`src/rtl/cps_pkg.sv`:
```
`default_nettype none
package cps_pkg;

  localparam int unsigned CFG_DATA_W = 32;
  localparam int unsigned CFG_ADDR_W = 4;

  localparam logic [15:0] MATCH_WINDOW_RST   = 16'd1000;
  localparam logic [31:0] PRECHARGE_LIMIT_RST = 32'd5000;
  localparam logic [31:0] CLOSE_LIMIT_RST     = 32'd500;
  localparam logic [31:0] OPEN_LIMIT_RST      = 32'd500;

  typedef enum logic [1:0] {
    REG_MATCH_WINDOW    = 2'd0,
    REG_PRECHARGE_LIMIT = 2'd1,
    REG_CLOSE_LIMIT     = 2'd2,
    REG_OPEN_LIMIT      = 2'd3
  } reg_idx_t;

  localparam logic ACTION_STEP  = 1'b0;
  localparam logic ACTION_CLEAR = 1'b1;

  typedef enum logic [2:0] {
    MODE_OPEN         = 3'd0,
    MODE_PRECHARGE    = 3'd1,
    MODE_MAIN_CLOSING = 3'd2,
    MODE_CLOSED       = 3'd3,
    MODE_OPENING      = 3'd4,
    MODE_WELDED       = 3'd5
  } mode_t;

  typedef struct packed {
    logic        action;
    logic [31:0] now_ms;
    logic [15:0] pack_mv;
    logic [15:0] bus_mv;
    logic        main_fb_closed;
    logic        pre_fb_closed;
    logic        close_request;
    logic        close_inhibit;
  } in_item_t;

  typedef struct packed {
    logic [2:0] mode_code;
    logic       drive_pre;
    logic       drive_main;
    logic       voltages_matched;
    logic       connection_ready;
    logic       welded_flag;
    logic       feedback_flag;
  } out_item_t;

endpackage
`default_nettype wire

```
`src/rtl/cps_if.sv`:
```
`default_nettype none
interface cps_in_if;
  import cps_pkg::*;
  logic     valid;
  logic     ready;
  in_item_t data;
  modport source (output valid, output data, input ready);
  modport sink (input valid, input data, output ready);
endinterface

interface cps_out_if;
  import cps_pkg::*;
  logic      valid;
  logic      ready;
  out_item_t data;
  modport source (output valid, output data, input ready);
  modport sink (input valid, input data, output ready);
endinterface
`default_nettype wire

```
`src/rtl/contactor_precharge_sequencer.sv`:
```
`default_nettype none
// channel  | dir | handshake             | payload
// in_ch    | in  | valid/ready           | action, now_ms, pack_mv, bus_mv, feedback, request
// out_ch   | out | valid/ready           | mode_code, drives, status, fault flags
// cfg_*    | in  | apb, pready tied high | four registers at byte address 4*i
//
// an item is taken into the input register, then decided combinationally against the
// sequencer state and written to the result register; one item per cycle sustained
// when out_ch is not stalled
// a clear transaction updates state and gives no result
// rst_n is synchronous, active low; configuration returns to its defaults
// a stalled result holds the result register, which backs up into the input register
module contactor_precharge_sequencer (
  input  wire                                 clk,
  input  wire                                 rst_n,
  cps_in_if.sink                              in_ch,
  cps_out_if.source                           out_ch,
  input  wire                                 cfg_psel,
  input  wire                                 cfg_penable,
  input  wire                                 cfg_pwrite,
  input  wire  [cps_pkg::CFG_ADDR_W-1:0]      cfg_paddr,
  input  wire  [cps_pkg::CFG_DATA_W-1:0]      cfg_pwdata,
  output logic [cps_pkg::CFG_DATA_W-1:0]      cfg_prdata,
  output logic                                cfg_pready
);
  import cps_pkg::*;

  logic [15:0] match_window_r;
  logic [31:0] precharge_limit_r;
  logic [31:0] close_limit_r;
  logic [31:0] open_limit_r;

  logic        in_valid_r;
  in_item_t    in_data_r;
  logic        out_valid_r;
  out_item_t   out_data_r;

  mode_t       mode_r, mode_nxt;
  logic [31:0] entered_r, entered_nxt;
  logic        welded_r, welded_nxt;
  logic        feedback_r, feedback_nxt;

  reg_idx_t    cfg_idx;
  logic        cfg_wr;

  logic        is_clear;
  logic        out_free;
  logic        fire;
  logic [15:0] delta;
  logic        matched;
  logic        want;
  logic [31:0] elapsed;
  mode_t       mode_cur;
  out_item_t   result;

  // configuration port
  assign cfg_pready = 1'b1;
  assign cfg_idx    = reg_idx_t'(cfg_paddr[3:2]);
  assign cfg_wr     = cfg_psel && cfg_penable && cfg_pwrite;

  always_ff @(posedge clk) begin
    if (!rst_n) begin
      match_window_r    <= MATCH_WINDOW_RST;
      precharge_limit_r <= PRECHARGE_LIMIT_RST;
      close_limit_r     <= CLOSE_LIMIT_RST;
      open_limit_r      <= OPEN_LIMIT_RST;
    end else if (cfg_wr) begin
      case (cfg_idx)
        REG_MATCH_WINDOW:    match_window_r    <= cfg_pwdata[15:0];
        REG_PRECHARGE_LIMIT: precharge_limit_r <= cfg_pwdata;
        REG_CLOSE_LIMIT:     close_limit_r     <= cfg_pwdata;
        REG_OPEN_LIMIT:      open_limit_r      <= cfg_pwdata;
        default: ;
      endcase
    end
  end

  always_comb begin
    case (cfg_idx)
      REG_MATCH_WINDOW:    cfg_prdata = {16'd0, match_window_r};
      REG_PRECHARGE_LIMIT: cfg_prdata = precharge_limit_r;
      REG_CLOSE_LIMIT:     cfg_prdata = close_limit_r;
      REG_OPEN_LIMIT:      cfg_prdata = open_limit_r;
      default:             cfg_prdata = '0;
    endcase
  end

  // handshake
  assign is_clear     = (in_data_r.action == ACTION_CLEAR);
  assign out_free     = !out_valid_r || out_ch.ready;
  assign fire         = in_valid_r && (is_clear || out_free);
  assign in_ch.ready  = !in_valid_r || fire;
  assign out_ch.valid = out_valid_r;
  assign out_ch.data  = out_data_r;

  always_ff @(posedge clk) begin
    if (!rst_n) begin
      in_valid_r <= 1'b0;
    end else if (in_ch.ready) begin
      in_valid_r <= in_ch.valid;
    end
  end

  always_ff @(posedge clk) begin
    if (in_ch.ready && in_ch.valid) begin
      in_data_r <= in_ch.data;
    end
  end

  // decision inputs
  assign delta   = (in_data_r.pack_mv >= in_data_r.bus_mv) ?
                   in_data_r.pack_mv - in_data_r.bus_mv :
                   in_data_r.bus_mv - in_data_r.pack_mv;
  assign matched = (delta <= match_window_r);
  assign want    = in_data_r.close_request && !in_data_r.close_inhibit;
  assign elapsed = in_data_r.now_ms - entered_r;
  assign mode_cur = welded_r ? MODE_WELDED : mode_r;

  // next state
  always_comb begin
    mode_nxt     = mode_cur;
    entered_nxt  = entered_r;
    welded_nxt   = welded_r;
    feedback_nxt = feedback_r;
    if (is_clear) begin
      mode_nxt     = MODE_OPEN;
      entered_nxt  = in_data_r.now_ms;
      welded_nxt   = 1'b0;
      feedback_nxt = 1'b0;
    end else begin
      case (mode_cur)
        MODE_OPEN: begin
          if (in_data_r.main_fb_closed) begin
            welded_nxt  = 1'b1;
            mode_nxt    = MODE_WELDED;
            entered_nxt = in_data_r.now_ms;
          end else if (want) begin
            mode_nxt    = matched ? MODE_MAIN_CLOSING : MODE_PRECHARGE;
            entered_nxt = in_data_r.now_ms;
          end
        end
        MODE_PRECHARGE: begin
          if (!want) begin
            mode_nxt    = MODE_OPENING;
            entered_nxt = in_data_r.now_ms;
          end else if (matched) begin
            mode_nxt    = MODE_MAIN_CLOSING;
            entered_nxt = in_data_r.now_ms;
          end else if (elapsed > precharge_limit_r) begin
            feedback_nxt = 1'b1;
            mode_nxt     = MODE_OPENING;
            entered_nxt  = in_data_r.now_ms;
          end
        end
        MODE_MAIN_CLOSING: begin
          if (!want) begin
            mode_nxt    = MODE_OPENING;
            entered_nxt = in_data_r.now_ms;
          end else if (in_data_r.main_fb_closed) begin
            mode_nxt    = MODE_CLOSED;
            entered_nxt = in_data_r.now_ms;
          end else if (elapsed > close_limit_r) begin
            feedback_nxt = 1'b1;
            mode_nxt     = MODE_OPENING;
            entered_nxt  = in_data_r.now_ms;
          end
        end
        MODE_CLOSED: begin
          if (!want) begin
            mode_nxt    = MODE_OPENING;
            entered_nxt = in_data_r.now_ms;
          end else if (!in_data_r.main_fb_closed) begin
            feedback_nxt = 1'b1;
            mode_nxt     = MODE_OPENING;
            entered_nxt  = in_data_r.now_ms;
          end
        end
        MODE_OPENING: begin
          if (!in_data_r.main_fb_closed && !in_data_r.pre_fb_closed) begin
            mode_nxt    = MODE_OPEN;
            entered_nxt = in_data_r.now_ms;
          end else if (elapsed > open_limit_r) begin
            entered_nxt = in_data_r.now_ms;
            if (in_data_r.main_fb_closed) begin
              welded_nxt = 1'b1;
              mode_nxt   = MODE_WELDED;
            end else begin
              mode_nxt = MODE_OPEN;
            end
          end
        end
        default: ;
      endcase
    end
  end

  // result fields
  always_comb begin
    result.mode_code        = mode_nxt;
    result.drive_pre        = (mode_nxt == MODE_PRECHARGE) || (mode_nxt == MODE_MAIN_CLOSING);
    result.drive_main       = (mode_nxt == MODE_MAIN_CLOSING) || (mode_nxt == MODE_CLOSED);
    result.voltages_matched = matched;
    result.connection_ready = (mode_nxt == MODE_CLOSED) && in_data_r.main_fb_closed;
    result.welded_flag      = welded_nxt;
    result.feedback_flag    = feedback_nxt;
  end

  always_ff @(posedge clk) begin
    if (!rst_n) begin
      mode_r     <= MODE_OPEN;
      entered_r  <= '0;
      welded_r   <= 1'b0;
      feedback_r <= 1'b0;
    end else if (fire) begin
      mode_r     <= mode_nxt;
      entered_r  <= entered_nxt;
      welded_r   <= welded_nxt;
      feedback_r <= feedback_nxt;
    end
  end

  always_ff @(posedge clk) begin
    if (!rst_n) begin
      out_valid_r <= 1'b0;
    end else if (fire && !is_clear) begin
      out_valid_r <= 1'b1;
    end else if (out_ch.ready) begin
      out_valid_r <= 1'b0;
    end
  end

  always_ff @(posedge clk) begin
    if (fire && !is_clear) begin
      out_data_r <= result;
    end
  end

  a_welded_mode: assert property (@(posedge clk) disable iff (!rst_n)
    welded_r |-> mode_r == MODE_WELDED)
    else $error("welded latch set outside welded mode");

  a_clear_state: assert property (@(posedge clk) disable iff (!rst_n)
    fire && is_clear |=> !welded_r && !feedback_r && mode_r == MODE_OPEN)
    else $error("clear transaction did not reset the sequencer");

  a_item_held: assert property (@(posedge clk) disable iff (!rst_n)
    in_valid_r && !fire |=> in_valid_r && $stable(in_data_r))
    else $error("pending input item lost");

  a_ready_drive: assert property (@(posedge clk) disable iff (!rst_n)
    out_valid_r && out_data_r.connection_ready |-> out_data_r.drive_main)
    else $error("connection ready without main drive");

  a_no_overwrite: assert property (@(posedge clk) disable iff (!rst_n)
    out_valid_r && !out_ch.ready |=> out_valid_r && $stable(out_data_r))
    else $error("stalled result overwritten");

endmodule
`default_nettype wire

```
`src/flat_wrapper.sv`:
```
// flat-port wrapper written by rule: the top's interface ports become plain ports
module contactor_precharge_sequencer_flat import cps_pkg::*;
  (clk, rst_n, cfg_psel, cfg_penable, cfg_pwrite, cfg_paddr, cfg_pwdata, cfg_prdata, cfg_pready, in_ch_valid, in_ch_data, in_ch_ready, out_ch_valid, out_ch_data, out_ch_ready);
  cps_in_if in_ch_i ();
  cps_out_if out_ch_i ();
  input  wire clk;
  input  wire rst_n;
  input  wire cfg_psel;
  input  wire cfg_penable;
  input  wire cfg_pwrite;
  input  wire  [cps_pkg::CFG_ADDR_W-1:0] cfg_paddr;
  input  wire  [cps_pkg::CFG_DATA_W-1:0] cfg_pwdata;
  output logic [cps_pkg::CFG_DATA_W-1:0] cfg_prdata;
  output logic cfg_pready;
  input wire logic [$bits(in_ch_i.valid)-1:0] in_ch_valid;
  input wire logic [$bits(in_ch_i.data)-1:0] in_ch_data;
  output wire logic [$bits(in_ch_i.ready)-1:0] in_ch_ready;
  output wire logic [$bits(out_ch_i.valid)-1:0] out_ch_valid;
  output wire logic [$bits(out_ch_i.data)-1:0] out_ch_data;
  input wire logic [$bits(out_ch_i.ready)-1:0] out_ch_ready;
  assign in_ch_i.valid = in_ch_valid;
  assign in_ch_i.data = in_ch_data;
  assign in_ch_ready = in_ch_i.ready;
  assign out_ch_valid = out_ch_i.valid;
  assign out_ch_data = out_ch_i.data;
  assign out_ch_i.ready = out_ch_ready;
  contactor_precharge_sequencer u_core (.clk(clk), .rst_n(rst_n), .in_ch(in_ch_i), .out_ch(out_ch_i), .cfg_psel(cfg_psel), .cfg_penable(cfg_penable), .cfg_pwrite(cfg_pwrite), .cfg_paddr(cfg_paddr), .cfg_pwdata(cfg_pwdata), .cfg_prdata(cfg_prdata), .cfg_pready(cfg_pready));
endmodule
```
`config.mk`:
```
export PLATFORM = sky130hd
export DESIGN_NAME = contactor_precharge_sequencer_flat
export DESIGN_NICKNAME = d
export VERILOG_FILES = /design/src/rtl/cps_pkg.sv /design/src/rtl/cps_if.sv /design/src/rtl/contactor_precharge_sequencer.sv /design/src/flat_wrapper.sv
export SDC_FILE = /design/constraint.sdc
export NUM_CORES = 1
export LEC_CHECK = 0
export ABC_AREA = 1
export ABC_CLOCK_PERIOD_IN_PS = 4200
export BUFFER_PORTS_ARGS = -buffer_cell sky130_fd_sc_hd__buf_2
export CORE_MARGIN = 3
export CORE_UTILIZATION = 24
export CTS_CLUSTER_DIAMETER = 50
export CTS_CLUSTER_SIZE = 10
export DETAILED_ROUTE_END_ITERATION = 10
export GPL_ROUTABILITY_DRIVEN = 0
export MAX_ROUTING_LAYER = met4
export PLACE_DENSITY = 0.47
export RECOVER_POWER = 25
export SYNTH_ARGS = -nofsm -noshare
export SYNTH_HDL_FRONTEND = slang
export SYNTH_SLANG_ARGS = --single-unit
```
`constraint.sdc`:
```
create_clock -name clk -period 4.2 [get_ports clk]
set_input_delay 0.21 -clock clk [delete_from_list [all_inputs] [get_ports clk]]
set_output_delay 0.21 -clock clk [all_outputs]
set_load 0.01 [all_outputs]
```
; ---- Word-level counts from Yosys, hierarchy flattened
; Cells that the tools add are included.
[totals]
reg_bits = 229
input_bits = 112
out_inout_bits = 44
wordCells = 126
[classes]
addsub = 3
n_lt_le_gt_ge = 5
n_eq_ne = 15
muxes = 50
reduce_logical = 28
[ops]
columns = operator, count
row1 = 32-bit 2-to-1 mux, 13
row2 = 32-bit one-hot mux with 5 select lines, 1
row3 = 32-bit one-hot mux with 4 select lines, 1
row4 = 32-bit > comparator, 3
row5 = 3-bit 2-to-1 mux, 15
row6 = 16-bit subtractor, 2
row7 = 32-bit subtractor, 1
row8 = 16-bit >= comparator, 1
row9 = 16-bit less-or-equal comparator, 1
row10 = 16-bit 2-to-1 mux, 1
row11 = 1-bit 2-to-1 mux, 15
row12 = 3-bit one-hot mux with 5 select lines, 1
row13 = 3-bit by 2-bit == test with 1-bit output (second input constant), 4
row14 = 5-bit by 3-bit != test with 1-bit output (second input constant), 2
row15 = 1-bit logical AND, 8
row16 = 4-bit by 1-bit != test with 1-bit output (second input constant), 2
row17 = 2-bit AND reduction, 4
row18 = 7-bit AND reduction, 1
row19 = 3-bit by 1-bit == test with 1-bit output (second input constant), 2
row20 = 1-bit zero test, 6
row21 = 6-bit nonzero test, 1
row22 = 1-bit logical OR, 5
row23 = 2-bit == test (second input constant), 2
row24 = 4-bit by 3-bit != test with 1-bit output (second input constant), 1
row25 = 8 further kinds, 8

; ---- Logic depth before layout (Yosys ltp)
; Gate-level depths: netlist of run 1.
[logic_depth]
word_depth = 10
ltp_mapped = 33
depth_no_buf = 31

; ---- Least setup slack after synthesis of run 1
; OpenSTA, ideal clock, no wires.
[synth_path]
kind = reg-to-reg
from = register u_core.in_data_r, in the netlist u_core.is_clear
to = register u_core.in_data_r[0] (netlist name), enable pin
setup_time_ns = 0.497
arrival_time_ns = 3.560
required_time_ns = 3.703
slack_ns = 0.143
path_stages_with_launch = 5
n_path_buf = 0
synth_period_minus_slack_ns = 4.057
path_cell_list = edfxtp_1 inv_2 nand3_1 nor2_1 nor2_1
[synth_between]
elab_chain_len = 4
[synth_lines]
columns = element, line
row1 = "start, declared", contactor_precharge_sequencer.sv:34  ; in_item_t in_data_r;
row2 = "start signal, assigned", contactor_precharge_sequencer.sv:106  ; in_data_r <= in_ch.data;
row3 = 1-bit logical OR, contactor_precharge_sequencer.sv:91  ; assign fire = in_valid_r && (is_clear || out_free);
row4 = 1-bit logical AND, contactor_precharge_sequencer.sv:91
row5 = 1-bit logical OR, contactor_precharge_sequencer.sv:92  ; assign in_ch.ready = !in_valid_r || fire;
row6 = 1-bit logical AND, contactor_precharge_sequencer.sv:105  ; if (in_ch.ready && in_ch.valid) begin
; Every way passes these cells.
; A chain may end at the register's enable or synchronous reset.

; ---- Worst setup path in the final report of run 1
[layout_path]
from = register u_core.in_data_r[24] (netlist name)
to = register u_core.entered_r[1]
[layout_between]
elab_chain_len = 7
[layout_lines]
columns = element, line
row1 = "16-bit subtractor, or another cell as far along", contactor_precharge_sequencer.sv:113  ; in_data_r.bus_mv - in_data_r.pack_mv;
row2 = 16-bit 2-to-1 mux (*), contactor_precharge_sequencer.sv:111  ; assign delta = (in_data_r.pack_mv >= in_data_r.bus_mv) ?
row3 = 16-bit less-or-equal comparator (*), contactor_precharge_sequencer.sv:114  ; assign matched = (delta <= match_window_r);
row4 = 32-bit 2-to-1 mux, contactor_precharge_sequencer.sv:146  ; end else if (matched) begin
row5 = 32-bit 2-to-1 mux, contactor_precharge_sequencer.sv:143  ; if (!want) begin
row6 = 32-bit one-hot mux with 5 select lines, contactor_precharge_sequencer.sv:131  ; case (mode_cur)
row7 = 32-bit 2-to-1 mux, contactor_precharge_sequencer.sv:125  ; if (is_clear) begin
row8 = "end signal, assigned", contactor_precharge_sequencer.sv:216  ; entered_r <= entered_nxt;
row9 = "end, declared", contactor_precharge_sequencer.sv:39  ; logic [31:0] entered_r, entered_nxt;
; Mark *: on every way between the ends. The rest lies on a longest branch, timed or not.

==> out/qor.csv, run 1 <==
metric;value;unit
routed len/inst;15.8;µm
leakage;9.26;nW
CTS tree;yes;
f_max;241;MHz
Inserted Clock Buffers;40;
CTS H-tree lvls;2;
R2R setup slack;0.05;ns
largest net degree at the start of global routing;70;
Port Buffer Count;152;
clk sinks;229;
DP Worst Slack;-0.360;ns
final hold vios;0;
area grow syn2layout;42.9;%
fin area;0.0211;mm²
Final Hold Slack;0.114;ns
final max-slew violation count;0;
EDFF count, synth;78;
Max IR drop VDD;0.000230;V
die extent in y;254;µm
Mapped Area;0.0148;mm²
commonest non-fill, non-tap cell in the layout;nand2_1;
Max-Cap Viols;0;
clk slew on worst S/H paths;0.06;ns
layout net count;2629;
layout cells sized above 1;25.7;%
die width;254;µm
hold path depth;3;
status;finished, final reports clean;
Yosys top cell area share;20.4;%
Vias;14400;
WP buf/inv;6;
RSZ-0062 raised after global routing;yes;
Initial Utilization;24.4;%
top_reg_cell synth;dfxtp_1;
worst slew pin tran;1.22;ns
TritonRoute pass-1 iters;6;
sequential area share after synthesis;36.3;%
antenna violations before repair;3;
critical path class;flop to flop;
CP dominant cell by count;nand2_2;
total global-route track usage;15.7;%
initial drt markers;786;
main area contributors after synthesis;dfxtp_1 20%, edfxtp_1 16%, ha_1 15%;
Worst-Skew Late Latency;0.59;ns
Post-DP HPWL;37700;µm
min Tclk post-route;4.15;ns
Max Buffers Root-to-Sink;3;
antenna-violating nets left;0;
Avg Cell Area, Syn;7.81;µm²
Critical Path Fanout Max;16;
global-route wire length before repair;77300;µm
most frequent cells in the layout;289 x nand2_1, 281 x inv_1, 190 x buf_4;
CP delay by family, top;simple AND/OR/NAND/NOR gates;
DIE AREA;0.0646;mm²
register bit total from synthesis;229;
cell area power density;408;mW/mm²
hold endpoint;u_core.open_limit_r[21];
CP Data Required Time;4.65;ns
syn nets;2184;
Max stage delay on crit path;0.40;ns
WL final;49800;µm
Area after DPL;0.0177;mm²
core box area;0.0607;mm²
Max-slew headroom;18.3;%
vias in the first global route;14300;
post-DR vias/cell;4.55;
DRC Markers;0;
crit end category;flop;
ys async rst share;0;%
Rows;90;
Mapped Cells;1895;
CP Launch Type;flop;
Hold Crit Class;input port to flop;
Final setup viols;0;
io pins;156;
total global routing overflow;0;
Synth Warn #;0;
CP max-delay cell;edfxtp_1;
period utilization;98.9;%
Root Driver;clkbuf_16;
Setup Skew;0.0460;ns
worst path arrival time;4.60;ns
cell taking the most area after synthesis;dfxtp_1;
FF-to-FF Start;u_core.in_data_r[24];
final setup margin;0.0459;ns
Synth cell types;54;
R2R depth;25;
HP Start;rst_n;
RR Endpoint;u_core.entered_r[1];
## registers in the layout, summed over array words and instances (netlist names)
| signal | flops |
|---|---|
| u_core.close_limit_r | 32 |
| u_core.entered_r | 32 |
| u_core.feedback_r | 1 |
| u_core.in_data_r | 68 |
| u_core.in_valid_r | 1 |
| u_core.is_clear | 1 |
| u_core.match_window_r | 16 |
| u_core.mode_r | 3 |
| u_core.open_limit_r | 32 |
| u_core.out_ch.data | 9 |
| u_core.out_ch.valid | 1 |
| u_core.precharge_limit_r | 32 |
| u_core.welded_r | 1 |
## cell usage after synthesis (4+ instances only)
library cell and n:
o211ai_1 29, inv_2 4, clkbuf_1 44, a31oi_1 6, inv_1 286, a21oi_1 214
a211oi_1 4, o221ai_1 19, nand2_1 315, o2111ai_1 15, ha_1 174, o21ai_0 176
nor3_1 12, nand2_2 5, xnor2_1 20, o21ai_1 11, nor4_1 4, edfxtp_1 78
nor2_2 33, a221oi_1 4, xor2_1 25, nor2_1 148, nor3_2 5, a21o_1 9
a21oi_2 4, dfxtp_1 151, o21a_1 13, nand4_1 15, nand3_1 29
## cell families after synthesis
kind of cell | synth area share (%)
xor+xnor | 2.66
fa+ha+maj | 15.1
compound gates | 19.6
mux | 0.203
simple gates | 16.8
other cells | 0.0254
buf+inv | 9.34
flops | 36.3
## metrics by stage
step	utilization [%]	TNS [ns]	instances	total power, mW
after CTS	33.8	-0.00299	3144	8.52
after global routing	34.8	-9.22	3156	9.17
after floorplan	-	0	1895	3.87
final	34.8	0	3156	8.62
after global placement	29.1	-11.89	2953	4.77
after detailed placement	29.1	-12.79	2953	4.80
## metal layers
metal | GRT usage [%] | up-vias | share of wire [%]
met3 | 3.01 | 86 | 5.3
met2 | 24.8 | 324 | 45
met4 | 5.47 | 0 | 3.2
li1 | - | 7282 | -
met5 | - | - | 0
met1 | 20.1 | 6675 | 47
## tightest hold or removal path, stage by stage
cell	delay (ns)
buf_4	0.25
o21ai_0	0.13
a21oi_1	0.04
## how the worst max path moves through the flow
stage	startpoint	to	depth (start not counted)
finish	u_core.in_data_r[24]	u_core.entered_r[1]	25
CTS	u_core.in_data_r[20]	u_core.entered_r[1]	29
global placement	u_core.in_data_r[40]	u_core.entered_r[0]	28
detailed placement	u_core.in_data_r[40]	u_core.entered_r[0]	28
global route	u_core.in_data_r[20]	u_core.out_ch.data[5]	27
floorplan	u_core.is_clear	u_core.in_data_r[0]	4
## cell type report
| type | count | area, µm² |
|---|---|---|
| antenna | 3 | 7.51 |
| clock buffer | 54 | 1140 |
| clock inverter | 19 | 290 |
| fill | 6346 | 39600 |
| inverter | 293 | 1120 |
| multi-input combinational | 1319 | 8830 |
| sequential | 229 | 5370 |
| tap | 782 | 978 |
| timing repair buffer | 456 | 3380 |
| timing repair inverter | 1 | 16.3 |
## where the power goes
group	total [mW]	internal, mW	leakage [nW]	switching [mW]
Sequential	2.46	2.40	1.99	0.0570
Combinational	2.69	1.19	6.57	1.50
Clock	3.48	2.21	0.700	1.27
## what timing repair did
item,CTS,global route
hold endpoints to repair,177,0
endpoints found under the setup margin,43,45
buffers inserted,11,9
gates resized for setup,62,122
hold buffers,103,0
cloned,4,0
pin swaps,15,51
No activity file was read; power rests on OpenSTA's default activity.
==> run 2, diff against run 1 <==
ABC_AREA = default   (was 1)
==> run 2 against run 1 <==
Compared with the run above: the flow now finishes with violations (setup timing); clock power down 4%; sequential power about the same; sequential share of layout area down 0.36 points; final area up 1.5%; worst hold slack better by 0.0053 ns; synthesized area up 2.0%; cell count down 1.6%; die area up 1.9%; register-to-register slack worse by 1.1 ns.
==> out/qor.csv, run 2 <==
metric;value;unit
status;complete, but fails checks;
failing checks;setup timing;
vias in the first global route;14400;
sequential area share after synthesis;35.6;%
CTS H-tree lvls;2;
crit end category;flop;
ys async rst share;0;%
final max-slew violation count;0;
die width;257;µm
total global routing overflow;0;
RR Endpoint;u_core.entered_r[1];
Max-slew headroom;25.4;%
core box area;0.0619;mm²
multi-input logic area;0.00903;mm²
register bit total from synthesis;229;
Post-DP HPWL;38100;µm
Hold Crit Class;input port to flop;
final setup margin;-1.07;ns
post-DR vias/cell;4.53;
Synth Warn #;0;
WL final;51300;µm
TritonRoute pass-1 iters;5;
FF-to-FF Start;u_core.in_data_r[36];
min Tclk post-route;5.27;ns
antenna violations before repair;5;
Max IR drop VDD;0.000226;V
Max stage delay on crit path;0.42;ns
most frequent cells in the layout;325 x nand2_1, 247 x buf_4, 192 x a21oi_1;
R2R setup slack;-1.07;ns
cell area power density;379;mW/mm²
Synth top cells by count;326 x nand2_1, 197 x a21oi_1, 193 x inv_1, 174 x ha_1, 151 x dfxtp_1;
HP Start;out_ch_ready;
WP buf/inv;4;
WL met1;23600;µm
register area;0.00537;mm²
Yosys top cell area share;20.0;%
f_max;190;MHz
initial drt markers;729;
Setup Skew;0.0250;ns
Cell Chain, Critical Path;inv_1 -> ha_2 -> inv_2 -> fa_2 -> a211oi_2 -> o21bai_1 -> a221o_1 -> o2111ai_2 -> o311ai_2 -> a41o_1 -> mux2i_1 -> o2111ai_2 -> ha_4 -> a21oi_2 -> nand2_1 -> a221o_2 -> a211oi_2 -> a21boi_2 -> o41a_1 -> a41oi_4 -> buf_12 -> buf_12 -> mux2i_1;
R2R depth;23;
DRC Markers;0;
routed len/inst;16.5;µm
Root Driver;clkbuf_16;
worst slew pin tran;1.12;ns
Inserted Clock Buffers;39;
Met2 Wirelength;23900;µm
area grow syn2layout;42.2;%
cell taking the most area after synthesis;dfxtp_1;
layout cells sized above 1;24.6;%
Final setup viols;46;
syn nets;2045;
Max Buffers Root-to-Sink;3;
global-route wire length before repair;80200;µm
io pins;156;
count leader, synth;nand2_1;
Mapped Cells;1756;
max reg flops;68;
Avg Cell Area, Syn;8.59;µm²
Mapped Area;0.0151;mm²
antenna-violating nets left;0;
clk sinks;229;
Vias;14100;
Final Hold Slack;0.119;ns
Initial Utilization;24.3;%
Port Buffer Count;152;
CP Data Required Time;4.67;ns
Fill cells;6432;
final hold vios;0;
DIE AREA;0.0659;mm²
main area contributors after synthesis;dfxtp_1 20%, edfxtp_1 16%, ha_1 14%;
CTS tree;yes;
top_reg_cell synth;dfxtp_1;
largest net degree at the start of global routing;70;
total global-route track usage;15.8;%
met3 WL;2320;µm
RSZ-0062 raised after global routing;yes;
Worst-Skew Late Latency;0.55;ns
die extent in y;257;µm
EDFF count, synth;78;
Area after DPL;0.0184;mm²
Synth cell types;83;
hold endpoint;u_core.out_ch.valid;
CP delay by family, top;compound AO/OA/AOI/OAI gates;
Critical Path Fanout Max;8;
Pwr Total;8.12;mW
CP Launch Type;flop;
period utilization;125;%
critical path class;flop to flop;
Reg with most FFs;u_core.in_data_r;
hold path depth;3;
Max-Cap Viols;0;
fin area;0.0214;mm²
commonest non-fill, non-tap cell in the layout;nand2_1;
worst path arrival time;5.73;ns
Rows;91;
clk slew on worst S/H paths;0.05;ns
leakage;8.99;nW
layout net count;2521;
CP max-delay cell;o41a_1;
Max Used Layer;met4;
==> run 2: per-layer routing <==
layer,up-vias,track usage [%]
li1,7124,-
met1,6573,19.5
met2,306,26.1
met3,79,2.94
met4,0,4.93
met5,-,-
==> run 2: layout make-up <==
type / count / share of cell area, %
clock buffer: 56 / 5.57
tap: 837 / 4.88
inverter: 194 / 3.40
timing repair buffer: 517 / 18.1
clock inverter: 16 / 0.846
multi-input combinational: 1251 / 42.1
sequential: 229 / 25.0
antenna: 6 / 0.0700
==> run 2: timing repair <==
action	in CTS	in global routing
endpoints found under the setup margin	46	46
hold endpoints to repair	182	0
buffers inserted	22	7
hold buffers	102	0
resized for setup	55	19
cloned	2	1
pin swaps	40	41
==> run 2: stage by stage <==
stage	util [%]	worst slack, ns	std cells	TNS, ns
after floorplan	-	-0.514	1756	-19.14
after global placement	29.7	-0.975	2899	-41.12
after global routing	34.6	-1.36	3105	-56.73
after CTS	34.4	-1.04	3095	-42.26
after detailed placement	29.7	-1.10	2899	-46.17
final	34.6	-1.07	3106	-43.77
==> run 2: power by group <==
part           switching, mW  total, mW  internal, mW  leakage, nW
combinational           1.19       2.35          1.16         6.33
sequential            0.0533       2.44          2.38         1.98
clock                   1.21       3.33          2.12        0.681
==> run 2: worst max-delay path by stage <==
stage	start	endpoint	slack (ns)	cells after the start
after floorplan	u_core.in_data_r[36]	u_core.entered_r[10]	-0.51	22
after global placement	u_core.in_data_r[20]	u_core.entered_r[1]	-0.98	23
after detailed placement	u_core.in_data_r[36]	u_core.entered_r[1]	-1.10	22
after CTS	u_core.in_data_r[36]	u_core.entered_r[30]	-1.04	25
after global routing	u_core.in_data_r[36]	u_core.entered_r[27]	-1.36	23
final	u_core.in_data_r[36]	u_core.entered_r[1]	-1.07	23
==> run 2: kinds of logic (layout without fill, tap and decap cells) <==
group           Yosys count  after routing  synth area share (%)
other cells               1              7                0.0249
xor+xnor                 38             38                  2.21
flops                   229            229                  35.6
compound gates          431            431                  18.4
fa+ha+maj               177            177                  14.8
buf+inv                 276            783                  7.71
mux                      59             59                  5.27
simple gates            545            545                  16.0
==> run 2: worst min-delay path: stages <==
cell and delay (ns):
buf_2 0.07, nand2b_1 0.20, a21oi_1 0.12
==> run 3, diff against run 2 <==
--- a/config.mk
+++ b/config.mk
@@ -6,5 +6,5 @@
 export NUM_CORES = 1
 export LEC_CHECK = 0
-export ABC_CLOCK_PERIOD_IN_PS = 4200
+export ABC_CLOCK_PERIOD_IN_PS = 4900
 export BUFFER_PORTS_ARGS = -buffer_cell sky130_fd_sc_hd__buf_2
 export CORE_MARGIN = 3
@@ -15,5 +15,4 @@
 export GPL_ROUTABILITY_DRIVEN = 0
 export MAX_ROUTING_LAYER = met4
-export PLACE_DENSITY = 0.47
 export RECOVER_POWER = 25
 export SYNTH_ARGS = -nofsm -noshare
==> constraint.sdc (replaced) <==
create_clock -name clk -period 4.9 [get_ports clk]
set_input_delay 0.245 -clock clk [delete_from_list [all_inputs] [get_ports clk]]
set_output_delay 0.245 -clock clk [all_outputs]
set_load 0.1 [all_outputs]
==> run 3 against run 2 <==
Compared with the run above: the run ends with capacitance limit, slew limit, setup timing left; largest cell class unchanged; clock skew is 0.013 ns higher; combinational power is 16% lower; highest routed layer unchanged; via count is 0.52% lower.
==> out/qor.csv, run 3 (synthesized netlist as in run 2, its figures left out) <==
metric;value;unit
status;complete, but fails checks;
failing checks;capacitance limit, slew limit, setup timing;
clk slew on worst S/H paths;0.05;ns
worst path arrival time;5.52;ns
core box area;0.0619;mm²
Vias;14000;
WP buf/inv;4;
Rows;91;
antenna-violating nets left;0;
most frequent cells in the layout;325 x nand2_1, 191 x a21oi_1, 189 x inv_1;
WL final;48500;µm
clk sinks;229;
CTS H-tree lvls;2;
min Tclk post-route;5.23;ns
final setup margin;-0.331;ns
Port Buffer Count;152;
Max-Cap Viols;1;
f_max;191;MHz
routed len/inst;16.2;µm
R2R setup slack;-0.33;ns
Reg with most FFs;u_core.in_data_r;
largest net degree at the start of global routing;90;
vias in the first global route;14000;
RSZ-0062 raised after global routing;yes;
Root Driver;clkbuf_16;
io pins;156;
area grow syn2layout;36.5;%
Post-DP HPWL;36100;µm
fin area;0.0206;mm²
final max-slew violation count;22;
DRC Markers;0;
worst slew pin tran;1.67;ns
initial drt markers;977;
Max-slew headroom;-11.0;%
CP Data Required Time;5.19;ns
Pwr Total;6.76;mW
period utilization;107;%
Max Buffers Root-to-Sink;3;
CP delay by family, top;compound AO/OA/AOI/OAI gates;
commonest non-fill, non-tap cell in the layout;nand2_1;
cell area power density;328;mW/mm²
crit end category;flop;
Max IR drop VDD;0.000190;V
DIE AREA;0.0659;mm²
Inserted Clock Buffers;38;
Initial Utilization;24.3;%
critical path class;flop to flop;
final hold vios;0;
die width;257;µm
total global-route track usage;14.6;%
CP dominant cell by count;o211a_1;
layout cells sized above 1;21.5;%
Max stage delay on crit path;0.55;ns
leakage;8.47;nW
CTS tree;yes;
total global routing overflow;0;
Final setup viols;41;
post-DR vias/cell;4.68;
Area after DPL;0.0175;mm²
CP max-delay cell;or4b_4;
Worst-Skew Late Latency;0.57;ns
CP Launch Type;flop;
Critical Path Fanout Max;7;
Cell Chain, Critical Path;inv_1 -> ha_2 -> inv_2 -> fa_2 -> a21oi_4 -> o21ai_4 -> a2111oi_4 -> o211ai_1 -> a31oi_4 -> buf_12 -> a2111oi_0 -> a31oi_1 -> xor2_1 -> ha_1 -> nand4_1 -> buf_4 -> a211oi_4 -> nor4b_4 -> or4b_4 -> o211a_1 -> and3_1 -> o211a_1;
TritonRoute pass-1 iters;7;
die extent in y;257;µm
layout net count;2415;
antenna violations before repair;3;
Hold Crit Class;input port to flop;
max reg flops;68;
Setup Skew;0.0384;ns
global-route wire length before repair;75800;µm
-- run 3: cell count changes in the layout (fill, tap and decap cells not counted), moves of 3 or more --
| cell | change |
|---|---|
| buf_12 | -5 |
| a2111oi_0 | -3 |
| nor2_2 | +4 |
| buf_4 | -102 |
| ha_4 | -3 |
| ha_1 | +3 |
| clkbuf_8 | -6 |
-- run 3: layout make-up --
cell class	count	area (µm²)
Tap cell	837	1050
Fill cell	6388	41300
Clock inverter	18	190
Inverter	194	728
Multi-Input combinational cell	1251	9100
Timing Repair Buffer	412	3060
Sequential cell	229	5370
Antenna cell	4	10.0
Clock buffer	51	1090
-- run 3: worst paths after layout --
kind	from	to	depth (start not counted)
worst max register to register	u_core.in_data_r[20]	u_core.out_ch.data[5]	22
worst min register to register	u_core.close_limit_r[18]	u_core.close_limit_r[18]	2
worst min-delay path	out_ch_ready	u_core.out_ch.valid	3
worst max-delay path	u_core.in_data_r[20]	u_core.out_ch.data[5]	22
-- run 3: what timing repair did --
action,4_1_cts,5_1_grt
endpoints found under the setup margin,45,45
gates cloned,3,1
endpoints found under the hold margin,179,0
gates resized for setup,55,61
hold buffers,102,0
setup buffers,19,13
pin swaps,39,49
-- run 3: per-stage QoR --
stage / hold WS (ns) / setup TNS [ns] / setup slack, ns / util [%] / instances
final: 0.134 / -9.46 / -0.331 / 33.2 / 2996
after global routing: 0.150 / -19.26 / -0.547 / 33.2 / 2995
after CTS: 0.106 / -13.11 / -0.389 / 32.6 / 2984
after detailed placement: 0.423 / -27.72 / -0.700 / 28.2 / 2793
after global placement: 0.423 / -20.28 / -0.525 / 28.2 / 2793
after floorplan: 0.344 / 0 / 0.000452 / - / 1756
-- run 3: tightest hold or removal path: cells and delay by family --
| family | cells | cell delay [ns] |
|---|---|---|
| AO/OA/AOI/OAI | 1 | 0.10 |
| AND/OR/NAND/NOR | 1 | 0.20 |
| buffers and inverters | 1 | 0.08 |
-- run 3: layer usage --
layer	global-route usage (%)	vias to the layer above	share of wire, %
li1	-	6905	-
met1	18.2	6604	45
met2	23.9	401	47
met3	2.44	99	5.0
met4	5.23	0	3.2
met5	-	-	0
-- run 3: where the power goes --
part           switching, mW  internal, mW
combinational           1.07         0.899
sequential            0.0474          2.04
clock                   1.01          1.69
total                   2.12          4.64
